**src/rtl/aclip_pkg.sv**
```systemverilog
// Shared types and constants of the arctangent soft-clip overdrive.
// Holds the CORDIC angle table, datapath widths and register indexes.
// No dependencies.
package aclip_pkg;

  // CORDIC vector width: Q1.31 sample times a 10-bit gain plus gain growth
  localparam int CordicW = 45;
  // angle accumulator, (2/pi)*angle in Q2.30
  localparam int AngleW  = 32;
  // sample widened to Q1.31
  localparam int WideW   = 32;
  // level squares, products and the scaled sum
  localparam int SqW     = 16;
  localparam int ProdW   = 49;
  localparam int SumW    = 51;
  // volume scale of the sum and quotient headroom of the divider
  localparam int Divisor = 10000;
  localparam int DivHead = 14;

  // configuration port
  localparam int CfgIdxW  = 8;
  localparam int CfgDataW = 10;
  localparam int GainW    = 10;
  localparam int LevelW   = 8;

  localparam logic [CfgIdxW-1:0] REG_DRIVE_GAIN  = CfgIdxW'(0);
  localparam logic [CfgIdxW-1:0] REG_DRIVE_LEVEL = CfgIdxW'(1);
  localparam logic [CfgIdxW-1:0] REG_CLEAN_LEVEL = CfgIdxW'(2);
  localparam logic [CfgIdxW-1:0] REG_BYPASS      = CfgIdxW'(3);

  localparam logic [GainW-1:0]  GAIN_RST  = GainW'(0);
  localparam logic [LevelW-1:0] DRIVE_RST = LevelW'(0);
  localparam logic [LevelW-1:0] CLEAN_RST = LevelW'(100);

  // round((2/pi)*atan(2^-i)*2^30)
  localparam int MaxSteps = 24;
  localparam logic [AngleW-1:0] ATAN_TAB [MaxSteps] = '{
    32'h20000000, 32'h12E4051E, 32'h09FB385B, 32'h051111D4,
    32'h028B0D43, 32'h0145D7E1, 32'h00A2F61E, 32'h00517C55,
    32'h0028BE53, 32'h00145F2F, 32'h000A2F98, 32'h000517CC,
    32'h00028BE6, 32'h000145F3, 32'h0000A2FA, 32'h0000517D,
    32'h000028BE, 32'h0000145F, 32'h00000A30, 32'h00000518,
    32'h0000028C, 32'h00000146, 32'h000000A3, 32'h00000051
  };

  typedef logic signed [CordicW-1:0] cordic_t;
  typedef logic signed [AngleW-1:0]  angle_t;

  // control that travels with every word down the pipeline
  typedef struct packed {
    logic valid;
    logic last;
    logic bypass;
  } ctl_t;

endpackage

```
**src/rtl/aclip_cordic_cell.sv**
```systemverilog
// One vectoring CORDIC micro-rotation with its pipeline register.
// Depends on aclip_pkg (widths, angle table, control struct).
module aclip_cordic_cell #(
  parameter int SAMPLE_BITS = 16,
  parameter int STEP        = 0
) (
  input  logic                          clk_i,
  input  logic                          rst_ni,
  input  aclip_pkg::ctl_t               ctl_i,
  input  logic signed [SAMPLE_BITS-1:0] sample_i,
  input  aclip_pkg::cordic_t            x_i,
  input  aclip_pkg::cordic_t            y_i,
  input  aclip_pkg::angle_t             z_i,
  output aclip_pkg::ctl_t               ctl_o,
  output logic signed [SAMPLE_BITS-1:0] sample_o,
  output aclip_pkg::cordic_t            x_o,
  output aclip_pkg::cordic_t            y_o,
  output aclip_pkg::angle_t             z_o
);

  localparam aclip_pkg::angle_t Tab = aclip_pkg::angle_t'(aclip_pkg::ATAN_TAB[STEP]);

  aclip_pkg::ctl_t    ctl_q;
  logic signed [SAMPLE_BITS-1:0] sample_q;
  aclip_pkg::cordic_t x_d, x_q, y_d, y_q, dx, dy;
  aclip_pkg::angle_t  z_d, z_q;

  assign dx = y_i >>> STEP;
  assign dy = x_i >>> STEP;

  // rotate toward the x axis
  always_comb begin
    if (!y_i[aclip_pkg::CordicW-1]) begin
      x_d = x_i + dx;
      y_d = y_i - dy;
      z_d = z_i + Tab;
    end else begin
      x_d = x_i - dx;
      y_d = y_i + dy;
      z_d = z_i - Tab;
    end
  end

  always_ff @(posedge clk_i or negedge rst_ni) begin
    if (!rst_ni) begin
      ctl_q <= '0;
    end else begin
      ctl_q <= ctl_i;
    end
  end

  always_ff @(posedge clk_i) begin
    sample_q <= sample_i;
    x_q      <= x_d;
    y_q      <= y_d;
    z_q      <= z_d;
  end

  assign ctl_o    = ctl_q;
  assign sample_o = sample_q;
  assign x_o      = x_q;
  assign y_o      = y_q;
  assign z_o      = z_q;

endmodule

```
**config.mk**
```make
export PLATFORM = sky130hd
export DESIGN_NAME = aclip_cordic_cell
export DESIGN_NICKNAME = d
export VERILOG_FILES = /design/src/rtl/aclip_pkg.sv /design/src/rtl/aclip_cordic_cell.sv
export SDC_FILE = /design/constraint.sdc
export NUM_CORES = 1
export LEC_CHECK = 0
export ABC_AREA = 1
export BUFFER_PORTS_ARGS = -buffer_cell sky130_fd_sc_hd__clkbuf_2
export CAP_MARGIN = 10
export CELL_PAD_IN_SITES_DETAIL_PLACEMENT = 0
export CELL_PAD_IN_SITES_GLOBAL_PLACEMENT = 2
export CORE_MARGIN = 4
export CORE_UTILIZATION = 27
export DETAILED_ROUTE_END_ITERATION = 8
export PLACE_DENSITY_LB_ADDON = 0.1
export SYNTH_ARGS = -nofsm -noshare
export SYNTH_HDL_FRONTEND = slang
export SYNTH_SLANG_ARGS = --single-unit
```
**constraint.sdc**
```tcl
create_clock -name clk_i -period 0.8 [get_ports clk_i]
set_input_delay 0.16 -clock clk_i [delete_from_list [all_inputs] [get_ports clk_i]]
set_output_delay 0.16 -clock clk_i [all_outputs]
set_load 0.02 [all_outputs]
```
==> impl_metrics.yaml <==
status:
  status: "finished, violations left"
  failed_checks: "negative setup slack"
global_routing:
  use_met3_pct: 4.00
  grt_max_degree: 32
  grt_util_all_layers_pct: 26.4
  met1_usage_pct: 34.6
  grt-ovfl-total: 0
  grt_use_met2_pct: 44.4
  antenna_found_initial: 1
  grt_pass1_wl_um: 117000
  grt_pass1_vias: 19370
  top_usage_layer: "met2"
pwr:
  p_leak_nw: 15.6
  p_per_area_nw_per_um2: 1370
  power_mw: 41.9
  peakVddDrop_uv: 1540
synth:
  yosysWarnings: 0
  synthCells: 2587
  synth_edf_count: 0
  synth_cell_types: 43
  ys.flop_type: "dfxtp_1"
  synth-seq-cells: 140
  yosysSeqAreaShare_pct: 18.6
  avgSynthCellArea_um2: 5.85
  synth-adder-area-share_pct: 11.4
  synth_async_sr_flop_share_pct: 2.14
  synth_nets: 2866
  synth_top_family_by_area: "simple AND/OR/NAND/NOR gates"
  synthesis.area_um2: 15100
  synth_simple_gate_area_share_pct: 43.9
  synth_xor_area_share_pct: 1.74
  synth.area.mux_share_pct: 0.132
  synth_compound_area_share_pct: 8.91
floorplanning:
  die-area_um2: 59900
  row_count: 86
  start_util_pct: 27.4
  core_area_um2: 55300
  die_w_um: 245
  die_h_um: 245
  pin_count: 284
clock_tree:
  cts-root-buf: "clkbuf_16"
  cts.sink_count: 140
  htree_levels: 4
  cts_buffers: 17
  tritoncts: "built"
  clkSlewWorstSetupHoldPaths_ps: 60
  clockBufferDepth: 2
detailed_routing:
  via_count: 19318
  dr.pass1.iters: 5
  wirelength_um: 81900
  ant_nets: 0
  drtIter0Drc: 1022
  drc: 0
  wl_per_cell_um: 19.3
  vias_per_cell: 4.55
placement:
  portBuffers: 283
  gp_congestion: 0.949
  dpl_worst_slack_ps: -1530
  hpwl_um: 68100
setup_path:
  crit_path_start_kind: "primary input"
  cp_top_family: "simple AND/OR/NAND/NOR gates"
  cp_common_cell: "nand2_1"
  end_kind: "flip-flop"
  critPathBufInv: 3
  cp_num_cells: 15
  arrival_ps: 1930
  critical_path.slowest_cell: "ha_4"
  crit_required_ps: 1150
  path_max_fanout: 6
  criticalPathCategory: "in -> reg"
  slowest_delay_ps: 350
  crit_chain: "clkbuf_16 -> inv_12 -> ha_4 -> buf_12 -> nand2_8 -> nor2_4 -> nand2_4 -> nor2_4 -> nand3_4 -> nand3_2 -> nor2_2 -> nand2_1 -> nand2_1 -> nand3_1 -> nand2_1"
sta:
  period_share_pct: 197
  fmax_ghz: 0.634
  hold_violations: 0
  setup_violations: 227
  min_period_ps: 1580
  report.final.slew_viol_count: 0
  timing.final.ws_setup_ps: -778
  tightest_slew_ps: 496
  slew_headroom_pct: 66.7
  rsz0062_at_grt: "true"
final_layout:
  final_cell_mix: "nand2_1, buf_4, inv_1"
  nets: 3763
  synthToLayoutAreaGrowth_pct: 101
  final_common_cell: "nand2_1"
  drive_gt1_share_pct: 58.9
  insertedDiodeCount: 0
job:
  drv_cap: 0
hold_path:
  holdPathStages: 4
  hold_path_class: "in -> reg"
==> synthesized netlist by cell type (all sizes together), types with 3 or more instances <==
cell    number  area share [%]
o21bai      26             1.3
dfxtp      137              18
dfrtp        3            0.50
nor2       255             8.7
nand3      230             7.9
a21o         3            0.15
inv        488              12
and2         6            0.25
o22ai        9            0.37
xor2        28             1.6
ha         132              11
clkbuf       9            0.22
o211ai       3            0.25
fa           4            0.53
o21ai       67             2.4
nand4       23            0.95
or2          5            0.21
clkinv       8            0.21
nand2      969              25
buf         53             2.7
a21oi      108             4.3
nand3b       6            0.30
nor3         8            0.26
==> state kept, by name, indices dropped and copies added, names as in the netlist <==
signal,cells
y_o,44
z_o,32
x_o,45
sample_o,16
ctl_o,3
==> power breakdown <==
part | leakage (nW) | switching [mW] | internal (mW)
combinational | 14.1 | 12.8 | 11.1
sequential | 1.20 | 0.624 | 8.16
clock | 0.315 | 3.85 | 5.38
total | 15.6 | 17.3 | 24.6
==> worst min-delay path, delay by kind of cell <==
kind                       cells  cell delay, ps
buffers and inverters          3             160
adders and majority gates      1             140
==> final timing paths <==
check                      slack (ps)     from            endpoint
worst max-delay path             -780   x_i[7]     y_o[34]$_DFF_P_
worst min-delay path               40  z_i[30]     z_o[30]$_DFF_P_
max in group asynchronous          60   rst_ni  ctl_o[0]$_DFF_PN0_
min in group asynchronous         590   rst_ni  ctl_o[2]$_DFF_PN0_
==> final cells by class <==
class	count	area, um^2
sequential	140	3000
clock inverter	14	208
inverter	496	2080
tap	748	936
fill	5250	24800
timing repair buffer	940	9160
multi-input combinational	1889	14700
clock buffer	18	439
==> cells by family (layout without fill, tap and decap cells) <==
group / after synthesis / in the layout
AOI/OAI and AO/OA: 219 / 219
xor gates and xnor gates: 30 / 30
muxes: 2 / 2
buffers and inverters: 558 / 1468
DFF: 140 / 140
adders and majority gates: 136 / 136
and+or+nand+nor: 1502 / 1502
==> repair_timing <==
item                                    in CTS  in global routing
endpoints found under the hold margin       54                  0
gates resized for setup                   1050                476
pin swaps                                  301                268
gates cloned                                 0                  0
endpoints found under the setup margin     229                228
buffers inserted                            89                 53
hold buffers                                53                  0
==> routing by layer <==
metal,part of all wire (%),up-vias,wire (um)
li1,-,9663,-
met1,45,9089,36600
met2,47,469,38900
met3,4.7,95,3860
met4,3.2,2,2610
met5,0.016,-,13
==> through the flow <==
step                      hold WS (ps)  utilization, %  instance area [um^2]  instances  TNS, ps
final                             43.9            55.1                 30500       4245   -95800
after CTS                         9.62            51.5                 28500       4192   -97940
after global placement           -44.5            40.8                 22600       4027  -107210
after floorplan                   -136               -                 17100       2587   -58590
after global routing              67.2            55.1                 30500       4245  -105730
after detailed placement         -41.4            40.8                 22600       4027  -108110
Power figures use the tool's default switching activity.
