**src/rtl/aclip_pkg.sv**
```systemverilog
// Shared types and constants of the arctangent soft-clip overdrive.
// Holds the CORDIC angle table, datapath widths and register indexes.
// No dependencies.
package aclip_pkg;

  // CORDIC vector width: Q1.31 sample times a 10-bit gain plus gain growth
  localparam int CordicW = 45;
  // angle accumulator, (2/pi)*angle in Q2.30
  localparam int AngleW  = 32;
  // sample widened to Q1.31
  localparam int WideW   = 32;
  // level squares, products and the scaled sum
  localparam int SqW     = 16;
  localparam int ProdW   = 49;
  localparam int SumW    = 51;
  // volume scale of the sum and quotient headroom of the divider
  localparam int Divisor = 10000;
  localparam int DivHead = 14;

  // configuration port
  localparam int CfgIdxW  = 8;
  localparam int CfgDataW = 10;
  localparam int GainW    = 10;
  localparam int LevelW   = 8;

  localparam logic [CfgIdxW-1:0] REG_DRIVE_GAIN  = CfgIdxW'(0);
  localparam logic [CfgIdxW-1:0] REG_DRIVE_LEVEL = CfgIdxW'(1);
  localparam logic [CfgIdxW-1:0] REG_CLEAN_LEVEL = CfgIdxW'(2);
  localparam logic [CfgIdxW-1:0] REG_BYPASS      = CfgIdxW'(3);

  localparam logic [GainW-1:0]  GAIN_RST  = GainW'(0);
  localparam logic [LevelW-1:0] DRIVE_RST = LevelW'(0);
  localparam logic [LevelW-1:0] CLEAN_RST = LevelW'(100);

  // round((2/pi)*atan(2^-i)*2^30)
  localparam int MaxSteps = 24;
  localparam logic [AngleW-1:0] ATAN_TAB [MaxSteps] = '{
    32'h20000000, 32'h12E4051E, 32'h09FB385B, 32'h051111D4,
    32'h028B0D43, 32'h0145D7E1, 32'h00A2F61E, 32'h00517C55,
    32'h0028BE53, 32'h00145F2F, 32'h000A2F98, 32'h000517CC,
    32'h00028BE6, 32'h000145F3, 32'h0000A2FA, 32'h0000517D,
    32'h000028BE, 32'h0000145F, 32'h00000A30, 32'h00000518,
    32'h0000028C, 32'h00000146, 32'h000000A3, 32'h00000051
  };

  typedef logic signed [CordicW-1:0] cordic_t;
  typedef logic signed [AngleW-1:0]  angle_t;

  // control that travels with every word down the pipeline
  typedef struct packed {
    logic valid;
    logic last;
    logic bypass;
  } ctl_t;

endpackage

```
**src/rtl/aclip_scale.sv**
```systemverilog
// Volume scaling, rounding and range check ahead of the divide stage.
// Four register stages: products, sum, magnitude, rounded shift and clip test.
// Depends on aclip_pkg.
module aclip_scale #(
  parameter int SAMPLE_BITS = 16
) (
  input  logic                                  clk_i,
  input  logic                                  rst_ni,
  input  aclip_pkg::ctl_t                       ctl_i,
  input  logic signed [SAMPLE_BITS-1:0]         sample_i,
  input  aclip_pkg::angle_t                     angle_i,
  input  logic [aclip_pkg::LevelW-1:0]          drive_level_i,
  input  logic [aclip_pkg::LevelW-1:0]          clean_level_i,
  output aclip_pkg::ctl_t                       ctl_o,
  output logic signed [SAMPLE_BITS-1:0]         sample_o,
  output logic                                  neg_o,
  output logic                                  clip_o,
  output logic [SAMPLE_BITS+aclip_pkg::DivHead-1:0] rem_o
);

  localparam int Shift = aclip_pkg::WideW - SAMPLE_BITS;
  localparam int DivW  = SAMPLE_BITS + aclip_pkg::DivHead;
  localparam int SumW  = aclip_pkg::SumW;
  localparam int ProdW = aclip_pkg::ProdW;
  localparam logic [SumW-1:0] Half   = SumW'(aclip_pkg::Divisor / 2) << Shift;
  localparam logic [SumW-1:0] LimPos = SumW'(aclip_pkg::Divisor) << (SAMPLE_BITS - 1);
  localparam logic [SumW-1:0] LimNeg =
    LimPos + SumW'(aclip_pkg::Divisor);

  // level squares are registered from the configured levels
  logic [aclip_pkg::SqW-1:0] drive_sq_q, clean_sq_q;

  aclip_pkg::ctl_t ctl1_q, ctl2_q, ctl3_q, ctl4_q;
  logic signed [SAMPLE_BITS-1:0] smp1_q, smp2_q, smp3_q, smp4_q;
  logic signed [aclip_pkg::WideW-1:0] xs;
  logic signed [ProdW-1:0] pdrv_d, pdrv_q, pcln_d, pcln_q;
  logic signed [SumW-1:0]  sum_d, sum_q;
  logic [SumW-1:0] mag_d, mag_q, rnd;
  logic neg3_q, neg4_q, clip_d, clip4_q;
  logic [DivW-1:0] rem4_q;

  assign xs = aclip_pkg::WideW'(sample_i) <<< Shift;

  assign pdrv_d = ProdW'(angle_i) * ProdW'($signed({1'b0, drive_sq_q}));
  assign pcln_d = ProdW'(xs) * ProdW'($signed({1'b0, clean_sq_q}));
  assign sum_d  = (SumW'(pdrv_q) <<< 1) + SumW'(pcln_q);
  assign mag_d  = sum_q[SumW-1] ? SumW'(-sum_q) : SumW'(sum_q);
  assign rnd    = (mag_q + Half) >> Shift;
  assign clip_d = neg3_q ? (rnd >= LimNeg) : (rnd >= LimPos);

  always_ff @(posedge clk_i or negedge rst_ni) begin
    if (!rst_ni) begin
      ctl1_q <= '0;
      ctl2_q <= '0;
      ctl3_q <= '0;
      ctl4_q <= '0;
    end else begin
      ctl1_q <= ctl_i;
      ctl2_q <= ctl1_q;
      ctl3_q <= ctl2_q;
      ctl4_q <= ctl3_q;
    end
  end

  always_ff @(posedge clk_i) begin
    drive_sq_q <= drive_level_i * drive_level_i;
    clean_sq_q <= clean_level_i * clean_level_i;
    smp1_q     <= sample_i;
    pdrv_q     <= pdrv_d;
    pcln_q     <= pcln_d;
    smp2_q     <= smp1_q;
    sum_q      <= sum_d;
    smp3_q     <= smp2_q;
    mag_q      <= mag_d;
    neg3_q     <= sum_q[SumW-1];
    smp4_q     <= smp3_q;
    neg4_q     <= neg3_q;
    clip4_q    <= clip_d;
    rem4_q     <= rnd[DivW-1:0];
  end

  assign ctl_o    = ctl4_q;
  assign sample_o = smp4_q;
  assign neg_o    = neg4_q;
  assign clip_o   = clip4_q;
  assign rem_o    = rem4_q;

endmodule

```
**config.mk**
```make
export PLATFORM = sky130hd
export DESIGN_NAME = aclip_scale
export DESIGN_NICKNAME = d
export VERILOG_FILES = /design/src/rtl/aclip_pkg.sv /design/src/rtl/aclip_scale.sv
export SDC_FILE = /design/constraint.sdc
export NUM_CORES = 2
export LEC_CHECK = 0
export ABC_AREA = 0
export ABC_CLOCK_PERIOD_IN_PS = 18110
export CAP_MARGIN = 10
export CORE_MARGIN = 5
export CORE_UTILIZATION = 25
export CTS_BUF_LIST = sky130_fd_sc_hd__clkbuf_8
export CTS_CLUSTER_DIAMETER = 120
export DETAILED_ROUTE_END_ITERATION = 6
export DONT_BUFFER_PORTS = 1
export PLACE_DENSITY = 0.47
export SYNTH_ARGS = -nofsm -noshare
export SYNTH_HDL_FRONTEND = slang
export SYNTH_SLANG_ARGS = --single-unit
export TNS_END_PERCENT = 5
```
**constraint.sdc**
```tcl
create_clock -name clk_i -period 18.11 [get_ports clk_i]
set_input_delay 0.9055 -clock clk_i [delete_from_list [all_inputs] [get_ports clk_i]]
set_output_delay 0.9055 -clock clk_i [all_outputs]
set_load 0.02 [all_outputs]
```
==> results.tsv <==
metric	value	unit
met1 Use GR	0.149	
Most common cell on crit path	fa_1	
worst flop-to-flop path startpoint	drive_sq_q[3]	
Setup-failing EPs final	0	
worst clock skew	0.0515	ns
Layout area overhead	9.40	%
hold-fix buffers at CTS	1	
sequential area share after synthesis	0.163	
mapped cell area	37900	um2
Ports	120	
WP data arrival	8.28	ns
nets	5069	
Tightest Pin Transition	0.880	ns
number of gates resized after CTS	0	
Hold Path Class	primary input to flop	
die area	160000	um2
vias	25300	
Residual DRC	0	
Placer Congestion	0.770	
critical path's top delay family	adder cells	
mux cell area share after synthesis	0.00168	
cells on worst reg2reg path	21	
crit end category	flop	
Die Ht	399	um
most frequent cell after synthesis	inv_1	
WL per Instance	15.6	um
M2 GR Usage	0.222	
main combinational cell family by area after synthesis	adder cells	
initial antenna violation count	5	
Post-synth top flop	dfxtp_1	
CP Cell Sequence	buf_4 > nand2_1 > fa_1 > fa_1 > fa_1 > inv_1 > ha_1 > fa_1 > inv_1 > fa_1 > inv_1 > ha_1 > a2111o_1 > o21ai_0 > o211ai_1 > o31ai_1 > o21ai_0 > o21ai_0 > nand2_1 > a221oi_1 > xnor2_1	
minimum clock period	7.66	ns
Post-synth EDFFs	0	
clk root buf	clkbuf_8	
Post-Layout Cell Count	6010	
initial cell density of the core	0.252	
Setup crit start	drive_sq_q[3]	
number of nets with antenna violations after routing	0	
adder-cell share of the synthesized area	0.485	
CTS tree	done	
Syn Inst Count	3976	
largest net degree at the start of global routing	37	
Tcrit/Tclk final	0.423	
vias per cell	4.22	
Startpoint Class	flop	
dpl cells	5902	
GRT busiest layer	met2	
CP Capture Point	pdrv_q[46]	
initial detailed-routing violation count	1107	
flops & latches, synth	306	
Final Hold Fails	0	
share of the synthesized area in the top cell type	0.366	
first-pass GRT wire length	154000	um
post-synth top area cell	fa_1	
htree depth	2	
GRT Total Usage	0.122	
Rel. slew slack	0.411	
async set-reset flop share out of synthesis	0.0392	
area of the core	150000	um2
vias in the first global route	28200	
xor/xnor share of the synthesized area	0.0446	
Worst R2R End	pdrv_q[46]	
total gr overflow	0	
Routed WL	93800	um
Slew Limit Fails	0	
Reg clk slew, reported paths	0.07	ns
Setup CP Type	flop to flop	
setup TNS	0	ns
YS warnings	0	
cts bufs inserted	56	
main area contributors after synthesis	fa_1 37%, dfxtp_1 16%, ha_1 12%, inv_1 8.4%, and2_1 6.9%	
post-synth cell types	67	
delay of the slowest cell on the worst path	0.57	ns
Crit path depth	21	
1st-pass router iterations	5	
average size of a mapped cell	9.53	um2
Synth Area in Compound Gates	0.0611	
port bufs	0	
Worst Path Buf+Inv	4	
Simple-Gate Fraction of Synth Area	0.148	
met3 Track Usage GR	0.0198	
required time worst endpoint	18.73	ns
flop2flop setup slack	10.45	ns
post-detail-place hpwl	74100	um
status	complete, no violations	
RSZ-0062 raised after global routing	no	
clock buffer depth	3	
highest-delay cell along the critical path	fa_1	
share of layout cells above drive strength 1	0.0333	
Post-CTS Setup Repair Bufs	0	
num rows	142	
Max-cap violations	0	
fmax	131	MHz
crit path max fanout	24	
insertion delay to the later sink of the worst-skew pair	0.70	ns
die width	399	um
commonest cells in the netlist	845 x inv_1, 693 x fa_1, 424 x nand2_1, 416 x and2_1, 362 x ha_1	
clk sinks	306	
==> per-stage QoR <==
step / hold WS, ns / util / area [um2] / setup WS, ns
5_1_grt: 0.133 / 0.276 / 41500 / 9.95
4_1_cts: 0.112 / 0.276 / 41500 / 10.40
3_3_place_gp: 0.310 / 0.267 / 40200 / 10.38
6_report: 0.231 / 0.276 / 41500 / 10.45
2_1_floorplan: 0.310 / - / 38000 / 11.19
3_5_place_dp: 0.312 / 0.267 / 40200 / 10.43
==> sequential cells by signal (all words and copies together) (netlist names) <==
signal / cells
drive_sq_q: 15
ctl3_q: 3
ctl2_q: 3
smp3_q: 16
pcln_q: 33
rem_o: 30
sum_q: 50
pdrv_q: 49
neg_o: 1
neg3_q: 1
smp1_q: 16
ctl1_q: 3
mag_q: 35
clip_o: 1
ctl_o: 3
smp2_q: 16
sample_o: 16
clean_sq_q: 15
==> cell type report <==
type / count / area [um2]
clock buffers: 71 / 977
flip-flops and latches: 306 / 6190
clock inverters: 31 / 295
fillers: 16000 / 109000
well taps: 2016 / 2520
multi-input cells: 2713 / 28100
diodes: 5 / 12.5
repair buffers: 22 / 168
inverters: 846 / 3180
==> worst min-delay path by stage <==
stage / startpoint / end / slack (ns) / cells after the start
2_1_floorplan: mag_q[16] / rem_o[0] / 0.31 / 0
3_3_place_gp: smp1_q[10] / smp2_q[10] / 0.31 / 0
3_5_place_dp: smp2_q[15] / smp3_q[15] / 0.31 / 0
4_1_cts: sample_i[0] / smp1_q[0] / 0.11 / 0
5_1_grt: sample_i[4] / smp1_q[4] / 0.13 / 0
6_report: sample_i[4] / smp1_q[4] / 0.23 / 0
==> cell families after synthesis <==
| family | after synthesis |
|---|---|
| AO/OA/AOI/OAI | 357 |
| XOR/XNOR | 193 |
| adder cells (fa/ha/maj) | 1055 |
| buffers and inverters | 969 |
| flip-flops | 306 |
| multiplexers | 6 |
| other | 2 |
| AND/OR/NAND/NOR | 1088 |
==> per-layer routing <==
layer,part of all wire,wire [um]
met3,0.040,3750
met4,0.027,2520
met1,0.42,39600
met2,0.51,48000
met5,0,0
==> cells in the final DEF (no fill, tap or decap), types with 12 or more instances in the layout <==
| cell type | synthesis | layout |
|---|---|---|
| inv_1 | 845 | 858 |
| clkbuf_8 | 0 | 71 |
| xor2_1 | 36 | 36 |
| o21bai_1 | 17 | 17 |
| buf_4 | 0 | 21 |
| nand3_1 | 24 | 24 |
| conb_1 | 2 | 14 |
| a21o_1 | 63 | 63 |
| fa_1 | 693 | 693 |
| nand2_1 | 424 | 424 |
| nor2b_1 | 22 | 22 |
| a31oi_1 | 16 | 16 |
| nor2_1 | 72 | 72 |
| and2_1 | 416 | 416 |
| ha_1 | 362 | 362 |
| o21ai_0 | 69 | 69 |
| nor3_1 | 23 | 23 |
| dfxtp_1 | 294 | 291 |
| a21oi_1 | 95 | 95 |
| dfrtp_1 | 12 | 12 |
| o21a_1 | 23 | 23 |
| nand2b_1 | 33 | 33 |
| xnor2_1 | 157 | 157 |
| and3_1 | 15 | 15 |
==> worst reg2reg max path: cells and delay by family, from the launching register on <==
family                   cells  cell delay [ns]
XOR/XNOR                     1             0.15
AO/OA/AOI/OAI                7             2.75
flip-flops                   1             0.53
AND/OR/NAND/NOR              2             0.38
buffers and inverters        4             0.58
adder cells (fa/ha/maj)      7             3.16
Power is left out: the tool's default activity adds up to more than one toggle a clock period on the data nets, which glitch-free logic cannot reach.
