### src/rtl/aclip_pkg.sv
// Shared types and constants of the arctangent soft-clip overdrive.
// Holds the CORDIC angle table, datapath widths and register indexes.
// No dependencies.
package aclip_pkg;

  // CORDIC vector width: Q1.31 sample times a 10-bit gain plus gain growth
  localparam int CordicW = 45;
  // angle accumulator, (2/pi)*angle in Q2.30
  localparam int AngleW  = 32;
  // sample widened to Q1.31
  localparam int WideW   = 32;
  // level squares, products and the scaled sum
  localparam int SqW     = 16;
  localparam int ProdW   = 49;
  localparam int SumW    = 51;
  // volume scale of the sum and quotient headroom of the divider
  localparam int Divisor = 10000;
  localparam int DivHead = 14;

  // configuration port
  localparam int CfgIdxW  = 8;
  localparam int CfgDataW = 10;
  localparam int GainW    = 10;
  localparam int LevelW   = 8;

  localparam logic [CfgIdxW-1:0] REG_DRIVE_GAIN  = CfgIdxW'(0);
  localparam logic [CfgIdxW-1:0] REG_DRIVE_LEVEL = CfgIdxW'(1);
  localparam logic [CfgIdxW-1:0] REG_CLEAN_LEVEL = CfgIdxW'(2);
  localparam logic [CfgIdxW-1:0] REG_BYPASS      = CfgIdxW'(3);

  localparam logic [GainW-1:0]  GAIN_RST  = GainW'(0);
  localparam logic [LevelW-1:0] DRIVE_RST = LevelW'(0);
  localparam logic [LevelW-1:0] CLEAN_RST = LevelW'(100);

  // round((2/pi)*atan(2^-i)*2^30)
  localparam int MaxSteps = 24;
  localparam logic [AngleW-1:0] ATAN_TAB [MaxSteps] = '{
    32'h20000000, 32'h12E4051E, 32'h09FB385B, 32'h051111D4,
    32'h028B0D43, 32'h0145D7E1, 32'h00A2F61E, 32'h00517C55,
    32'h0028BE53, 32'h00145F2F, 32'h000A2F98, 32'h000517CC,
    32'h00028BE6, 32'h000145F3, 32'h0000A2FA, 32'h0000517D,
    32'h000028BE, 32'h0000145F, 32'h00000A30, 32'h00000518,
    32'h0000028C, 32'h00000146, 32'h000000A3, 32'h00000051
  };

  typedef logic signed [CordicW-1:0] cordic_t;
  typedef logic signed [AngleW-1:0]  angle_t;

  // control that travels with every word down the pipeline
  typedef struct packed {
    logic valid;
    logic last;
    logic bypass;
  } ctl_t;

endpackage

### src/rtl/aclip_div_cell.sv
// Divide by the volume scale: multiply by its reciprocal and keep the quotient bits.
// Depends on aclip_pkg.
module aclip_div_cell #(
  parameter int SAMPLE_BITS = 16
) (
  input  logic                                      clk_i,
  input  logic                                      rst_ni,
  input  aclip_pkg::ctl_t                           ctl_i,
  input  logic signed [SAMPLE_BITS-1:0]             sample_i,
  input  logic                                      neg_i,
  input  logic                                      clip_i,
  input  logic [SAMPLE_BITS+aclip_pkg::DivHead-1:0] rem_i,
  output aclip_pkg::ctl_t                           ctl_o,
  output logic signed [SAMPLE_BITS-1:0]             sample_o,
  output logic                                      neg_o,
  output logic                                      clip_o,
  output logic [SAMPLE_BITS-1:0]                    quo_o
);

  localparam int DivW  = SAMPLE_BITS + aclip_pkg::DivHead;
  // reciprocal rounded up with enough shift that the quotient is exact for
  // every DivW-bit dividend (the rounding error of the divisor is below 2^DivHead)
  localparam int RecSh = DivW + aclip_pkg::DivHead;
  // the divisor exceeds 2^13, so the reciprocal fits in RecSh - 13 bits
  localparam int RecW  = RecSh - 13;
  localparam int MulW  = DivW + RecW;
  localparam logic [63:0] RecipFull =
    ((64'd1 << RecSh) + 64'(aclip_pkg::Divisor) - 64'd1) / 64'(aclip_pkg::Divisor);
  localparam logic [RecW-1:0] Recip = RecipFull[RecW-1:0];

  aclip_pkg::ctl_t ctl_q;
  logic signed [SAMPLE_BITS-1:0] sample_q;
  logic neg_q, clip_q;
  logic [MulW-1:0] prod;
  logic [SAMPLE_BITS-1:0] quo_q;

  assign prod = {{RecW{1'b0}}, rem_i} * {{DivW{1'b0}}, Recip};

  always_ff @(posedge clk_i or negedge rst_ni) begin
    if (!rst_ni) begin
      ctl_q <= '0;
    end else begin
      ctl_q <= ctl_i;
    end
  end

  always_ff @(posedge clk_i) begin
    sample_q <= sample_i;
    neg_q    <= neg_i;
    clip_q   <= clip_i;
    quo_q    <= prod[RecSh +: SAMPLE_BITS];
  end

  assign ctl_o    = ctl_q;
  assign sample_o = sample_q;
  assign neg_o    = neg_q;
  assign clip_o   = clip_q;
  assign quo_o    = quo_q;

endmodule

### config.mk
export PLATFORM = sky130hd
export DESIGN_NAME = aclip_div_cell
export DESIGN_NICKNAME = d
export VERILOG_FILES = /design/src/rtl/aclip_pkg.sv /design/src/rtl/aclip_div_cell.sv
export SDC_FILE = /design/constraint.sdc
export NUM_CORES = 1
export LEC_CHECK = 0
export BUFFER_PORTS_ARGS = -buffer_cell sky130_fd_sc_hd__buf_2
export CORE_ASPECT_RATIO = 1.4
export CORE_UTILIZATION = 65
export DETAILED_ROUTE_END_ITERATION = 8
export GPL_TIMING_DRIVEN = 0
export HOLD_SLACK_MARGIN = 0.08
export PLACE_DENSITY = 0.84
export SLEW_MARGIN = 25
export SYNTH_ARGS = -nofsm -noshare
export SYNTH_HDL_FRONTEND = slang
export SYNTH_SLANG_ARGS = --single-unit
### constraint.sdc
create_clock -name clk_i -period 0.8 [get_ports clk_i]
set_input_delay 0.2 -clock clk_i [delete_from_list [all_inputs] [get_ports clk_i]]
set_output_delay 0.2 -clock clk_i [all_outputs]
set_load 0.02 [all_outputs]
==> flow_metrics.tcl, run 1 <==
set metrics [dict create \
    antenna_found_initial 0 \
    root_buffer "clkbuf_16" \
    cts_made_buffers 5 \
    synthCells 1609 \
    initial_core_util_pct 66.5 \
    worstPathArrival_ps 6590 \
    startpoint_type "primary input" \
    die_area_um2 26700 \
    final_hold_viol_count 0 \
    cp_slowest_cell "fa_1" \
    first_pass_iters 7 \
    area_delta_synth_final_pct 20.6 \
    grt_pass1_wl_um 79900 \
    cp-end-kind "register" \
    grtUsageTotal_pct 41.6 \
    vias 12500 \
    grt_max_degree 13 \
    cap_violations 0 \
    fillers 1406 \
    dp_hpwl_um 41900 \
    clock_path_buffers 2 \
    synth_warnings 0 \
    max_freq_mhz 156 \
    outcome "finished with violations" \
    drt-wirelength-per-cell_um 25.1 \
    antennaDiodeCount 0 \
    final_net_count 2599 \
    layout_setup_ws_ps -5600 \
    setup_viol 53 \
    synth-edff-count 0 \
    clock_sinks 37 \
    crit_type "primary input to register" \
    synthFlopType "dfxtp_1" \
    max-slew-margin-rel_pct 63.9 \
    place_congestion 1.07 \
    fin_crit_ps 6400 \
    grt_pass1_vias 14600 \
    finalCritPeriodShare_pct 800 \
    async_flop_share_pct 8.11 \
    crit_top_cell "fa_1" \
    rsz0062_at_grt "true" \
    synth_nets 2402 \
    die_h_um 193 \
    mappedNetlistArea_um2 16900 \
    wl_um 53300 \
    die_w_um 138 \
    stdcell_count 2126 \
    regArea_um2 798 \
    place_inst 2017 \
    ys_ff_latch 37 \
    tritoncts "yes" \
    ys_seq_area_share_pct 4.46 \
    ios 90 \
    drive_above_1_share_pct 23.2 \
    clk_pin_slew_ps 60 \
    htree_levels 2 \
    critical_path.cell_chain "buf_12 -> fa_2 -> fa_1 -> inv_1 -> fa_1 -> inv_1 -> fa_1 -> fa_1 -> fa_1 -> fa_2 -> ha_1 -> ha_2 -> nand2_2 -> nor4_4 -> nand3_1 -> a21o_1 -> a311o_1 -> a21oi_4 -> nor4b_4 -> nor4b_4" \
    yosys.area.top_type "fa_1" \
    worst_slew_pin_slew_ps 541 \
    worst_ep_required_time_ps 990 \
    fin_setup_tns_ps -91990 \
    synth_top_area_share_pct 48.4 \
    worst_hold_slack_ps 230 \
    drcViolationCount 6 \
    overflow 0 \
    path_max_fanout 7 \
    failed_checks "DRC, setup timing" \
    finalMaxSlewViolations 0 \
    io_buffer_count 89 \
    synth_area_leaders "fa_1, ha_1, inv_1" \
    rows 69 \
    hold_path.class "primary input to async pin" \
    coreArea_um2 25500 \
    cpPeakStageDelay_ps 590 \
    vias_per_cell 5.86 \
    syn_avg_cell_area_um2 10.5 \
    post-route-util_pct 80.2 \
    drt_iter0_markers 645 \
    synth_cell_types 60 \
    antenna_left 0 \
    multiInputGateArea_um2 15100 \
]
## area by class of cell
class / count / area share (%)
multi-input cells: 1002 / 74.0
inverters: 565 / 10.6
repair buffers: 190 / 8.58
flip-flops and latches: 37 / 3.91
well taps: 319 / 1.95
clock buffers: 6 / 0.680
clock inverters: 2 / 0.184
plain buffers: 5 / 0.0980
## synthesized netlist by cell type, drive strengths merged, types with 6 or more instances
master / instances
inv: 565
nand4: 8
nand3: 12
o21ai: 17
nand2: 25
nor3: 7
nor2b: 6
fa: 409
a21o: 26
ha: 331
dfxtp: 34
o31ai: 6
xnor2: 15
nor2: 23
a21oi: 41
## layout by cell type, fill, tap and decap left out, types with 4 or more instances in the layout
| cell | netlist | layout |
|---|---|---|
| fa_1 | 409 | 361 |
| dfxtp_2 | 0 | 34 |
| ha_1 | 331 | 269 |
| buf_12 | 0 | 9 |
| o21bai_1 | 4 | 4 |
| inv_2 | 0 | 28 |
| ha_4 | 0 | 51 |
| clkbuf_1 | 4 | 4 |
| inv_1 | 565 | 523 |
| xnor2_1 | 15 | 15 |
| nor2_1 | 22 | 20 |
| clkbuf_16 | 0 | 5 |
| nand3_1 | 10 | 9 |
| nor3_1 | 7 | 7 |
| ha_2 | 0 | 11 |
| o211ai_1 | 4 | 4 |
| nand2_1 | 25 | 23 |
| a21o_1 | 26 | 26 |
| dlygate4sd3_1 | 0 | 22 |
| nand2b_1 | 5 | 5 |
| buf_4 | 0 | 81 |
| a31oi_1 | 4 | 4 |
| clkinvlp_4 | 0 | 11 |
| and4_1 | 5 | 4 |
| xor2_1 | 5 | 5 |
| o21ai_0 | 16 | 10 |
| buf_6 | 0 | 48 |
| nand4_1 | 8 | 8 |
| o21ai_2 | 0 | 5 |
| a21oi_2 | 1 | 7 |
| buf_2 | 1 | 27 |
| a21oi_1 | 40 | 32 |
| fa_2 | 0 | 48 |
| nor2b_1 | 6 | 6 |
## metal layers
| layer | up-vias | GRT usage [%] | wire, um |
|---|---|---|---|
| met5 | - | 0 | 0 |
| met2 | 639 | 74.6 | 27400 |
| met3 | 342 | 6.20 | 2940 |
| met1 | 6214 | 39.6 | 16200 |
| li1 | 5264 | - | - |
| met4 | 0 | 45.6 | 6750 |
## repair_timing
action,in CTS,in global routing
hold buffers,22,0
resized for setup,297,77
pin swaps,86,75
setup endpoints to repair,53,53
hold endpoints to repair,24,0
buffers inserted,45,34
## cells by family after synthesis
logic type | Yosys count | synth area share, %
xor+xnor | 20 | 1.03
fa+ha+maj | 740 | 72.8
buf+inv | 570 | 12.6
compound gates | 132 | 5.50
flops | 37 | 4.46
simple gates | 110 | 3.54
## sequential cells by signal, indices dropped and copies added (netlist names)
signal    cells
quo_o        16
sample_o     16
ctl_o         3
clip_o        1
neg_o         1
## metrics by stage
| step | setup WS (ps) | area (um2) |
|---|---|---|
| final | -5600 | 20400 |
| after global routing | -5780 | 20400 |
| after CTS | -5480 | 19900 |
| after detailed placement | -6250 | 18000 |
| after global placement | -6240 | 18000 |
| after floorplan | -5070 | 17200 |
## worst paths after layout
| check | slack [ps] | cells past startpoint | start | endpoint |
|---|---|---|---|---|
| worst max-delay path | -5600 | 20 | rem_i[19] | quo_o[10]$_DFF_P_ |
| worst min-delay path | 230 | 2 | rst_ni | ctl_o[2]$_DFF_PN0_ |
| max in group asynchronous | 470 | 2 | rst_ni | ctl_o[0]$_DFF_PN0_ |
| min in group clk_i | 550 | 2 | sample_i[3] | sample_o[3]$_DFF_P_ |
## critical path, delay by kind of cell
family	cells	cell delay (ps)
AOI/OAI and AO/OA	3	910
and+or+nand+nor	5	940
adders and majority gates	9	4300
buffers and inverters	3	240
Power of run 1 is left out: the tool's default activity adds up to more than one toggle a clock period on the data nets, which glitch-free logic cannot reach.
==> run 2, diff against run 1 <==
--- a/config.mk
+++ b/config.mk
@@ -11,6 +11,7 @@
 export DETAILED_ROUTE_END_ITERATION = 8
 export GPL_TIMING_DRIVEN = 0
 export HOLD_SLACK_MARGIN = 0.08
+export MAX_ROUTING_LAYER = met4
 export PLACE_DENSITY = 0.84
 export SLEW_MARGIN = 25
 export SYNTH_ARGS = -nofsm -noshare
==> constraint.sdc (replaced) <==
create_clock -name clk_i -period 0.8 [get_ports clk_i]
set_input_delay 0.16 -clock clk_i [delete_from_list [all_inputs] [get_ports clk_i]]
set_output_delay 0.16 -clock clk_i [all_outputs]
set_load 0.02 [all_outputs]
==> run 2 against run 1 <==
The run still ends with DRC, setup timing left. Critical endpoint is now quo_o[11]$_DFF_P_. Count of clock-buffer cells in the layout did not move. Worst setup slack worse by 15 ps. Core utilization rose by 0.33 points.
==> flow_metrics.tcl, run 2 (synthesis gave the netlist of run 1 again) <==
set metrics [dict create \
    outcome "finished with violations" \
    failed_checks "DRC, setup timing" \
    crit_type "primary input to register" \
    layout_setup_ws_ps -5620 \
    clock_path_buffers 2 \
    setup_viol 53 \
    startpoint_type "primary input" \
    area_delta_synth_final_pct 21.1 \
    finalCritPeriodShare_pct 802 \
    final_common_cell "inv_1" \
    startpoint "rem_i[17]" \
    overflow 0 \
    final_net_count 2600 \
    postPlaceCellArea_um2 18000 \
    max_freq_mhz 156 \
    coreArea_um2 25500 \
    max-slew-margin-rel_pct 63.3 \
    fin_setup_tns_ps -91120 \
    cts_made_buffers 5 \
    fin_crit_ps 6420 \
    wl_um 55800 \
    dp_hpwl_um 43000 \
    final_cell_area_um2 20500 \
    grt_max_degree 13 \
    hold_path.class "primary input to async pin" \
    die_area_um2 26700 \
    path_max_fanout 6 \
    htree_levels 2 \
    finalMaxSlewViolations 0 \
    antenna_left 0 \
    worst_ep_required_time_ps 960 \
    antenna_found_initial 0 \
    clk_pin_slew_ps 70 \
    drive_above_1_share_pct 23.0 \
    rows 69 \
    drt-wirelength-per-cell_um 26.2 \
    final_hold_viol_count 0 \
    grtUsageTotal_pct 43.3 \
    first_pass_iters 9 \
    root_buffer "clkbuf_16" \
    worstPathArrival_ps 6580 \
    final_cell_mix "inv_1, fa_1, ha_1" \
    vias 12800 \
    io_buffer_count 89 \
    place_congestion 1.10 \
    antennaDiodeCount 0 \
    vias_per_cell 6.00 \
    cp-end-kind "register" \
    initial_core_util_pct 66.5 \
    tritoncts "yes" \
    worst_slew_pin_slew_ps 551 \
    drcViolationCount 7 \
    clock_sinks 37 \
    ios 90 \
    die_h_um 193 \
    die_w_um 138 \
    grt_pass1_vias 14700 \
    grt_pass1_wl_um 80900 \
    rsz0062_at_grt "true" \
    drt_iter0_markers 702 \
    cap_violations 0 \
]
-- run 2: how the worst max path moves through the flow --
stage / endpoint / slack (ps) / cells after the start
after floorplan: quo_o[14]$_DFF_P_ / -5030 / 23
after global placement: quo_o[14]$_DFF_P_ / -6250 / 22
after detailed placement: quo_o[14]$_DFF_P_ / -6280 / 22
after CTS: quo_o[14]$_DFF_P_ / -5510 / 22
after global routing: quo_o[10]$_DFF_P_ / -5740 / 25
final: quo_o[11]$_DFF_P_ / -5620 / 26
-- run 2: final cells by class --
type / count / area, um2
fillers: 1425 / 4960
well taps: 319 / 399
plain buffers: 5 / 20.0
clock buffers: 6 / 139
repair buffers: 191 / 1810
flip-flops and latches: 37 / 797
clock inverters: 2 / 37.5
inverters: 565 / 2160
multi-input cells: 1002 / 15100
-- run 2: per-stage QoR --
step	utilization (%)	setup WS, ps	cells	hold WS (ps)
after floorplan	-	-5030	1609	-136
after global placement	70.7	-6250	2017	-46.8
after detailed placement	70.7	-6280	2017	-44.5
after CTS	77.7	-5510	2087	207
after global routing	80.5	-5740	2127	237
final	80.5	-5620	2127	227
-- run 2: worst max-delay path, stage by stage --
cell,delay [ps]
buf_6,140
ha_4,340
clkinvlp_4,240
buf_6,190
fa_1,550
inv_1,70
ha_4,150
inv_1,90
fa_1,410
inv_1,70
fa_1,440
fa_1,490
fa_1,590
inv_1,80
fa_1,520
inv_1,80
ha_4,290
and3_4,180
and3_4,180
nand4_1,160
a211oi_4,410
nor2_4,90
buf_6,140
o21ai_4,230
a21oi_4,110
xnor2_2,160
-- run 2: what timing repair did --
| item | CTS | global route |
|---|---|---|
| setup endpoints to repair | 53 | 53 |
| hold buffers | 22 | 0 |
| endpoints found under the hold margin | 24 | 0 |
| buffers inserted | 40 | 40 |
| resized for setup | 286 | 98 |
| pin swaps | 74 | 88 |
-- run 2: routing by layer --
metal	global-route usage (%)	vias to the layer above	share of wire, %
met5	-	-	0
met4	43.5	0	13
met3	4.72	408	5.9
met2	77.8	724	51
met1	39.9	6377	30
li1	-	5253	-
Power of run 2 is left out for the same reason.
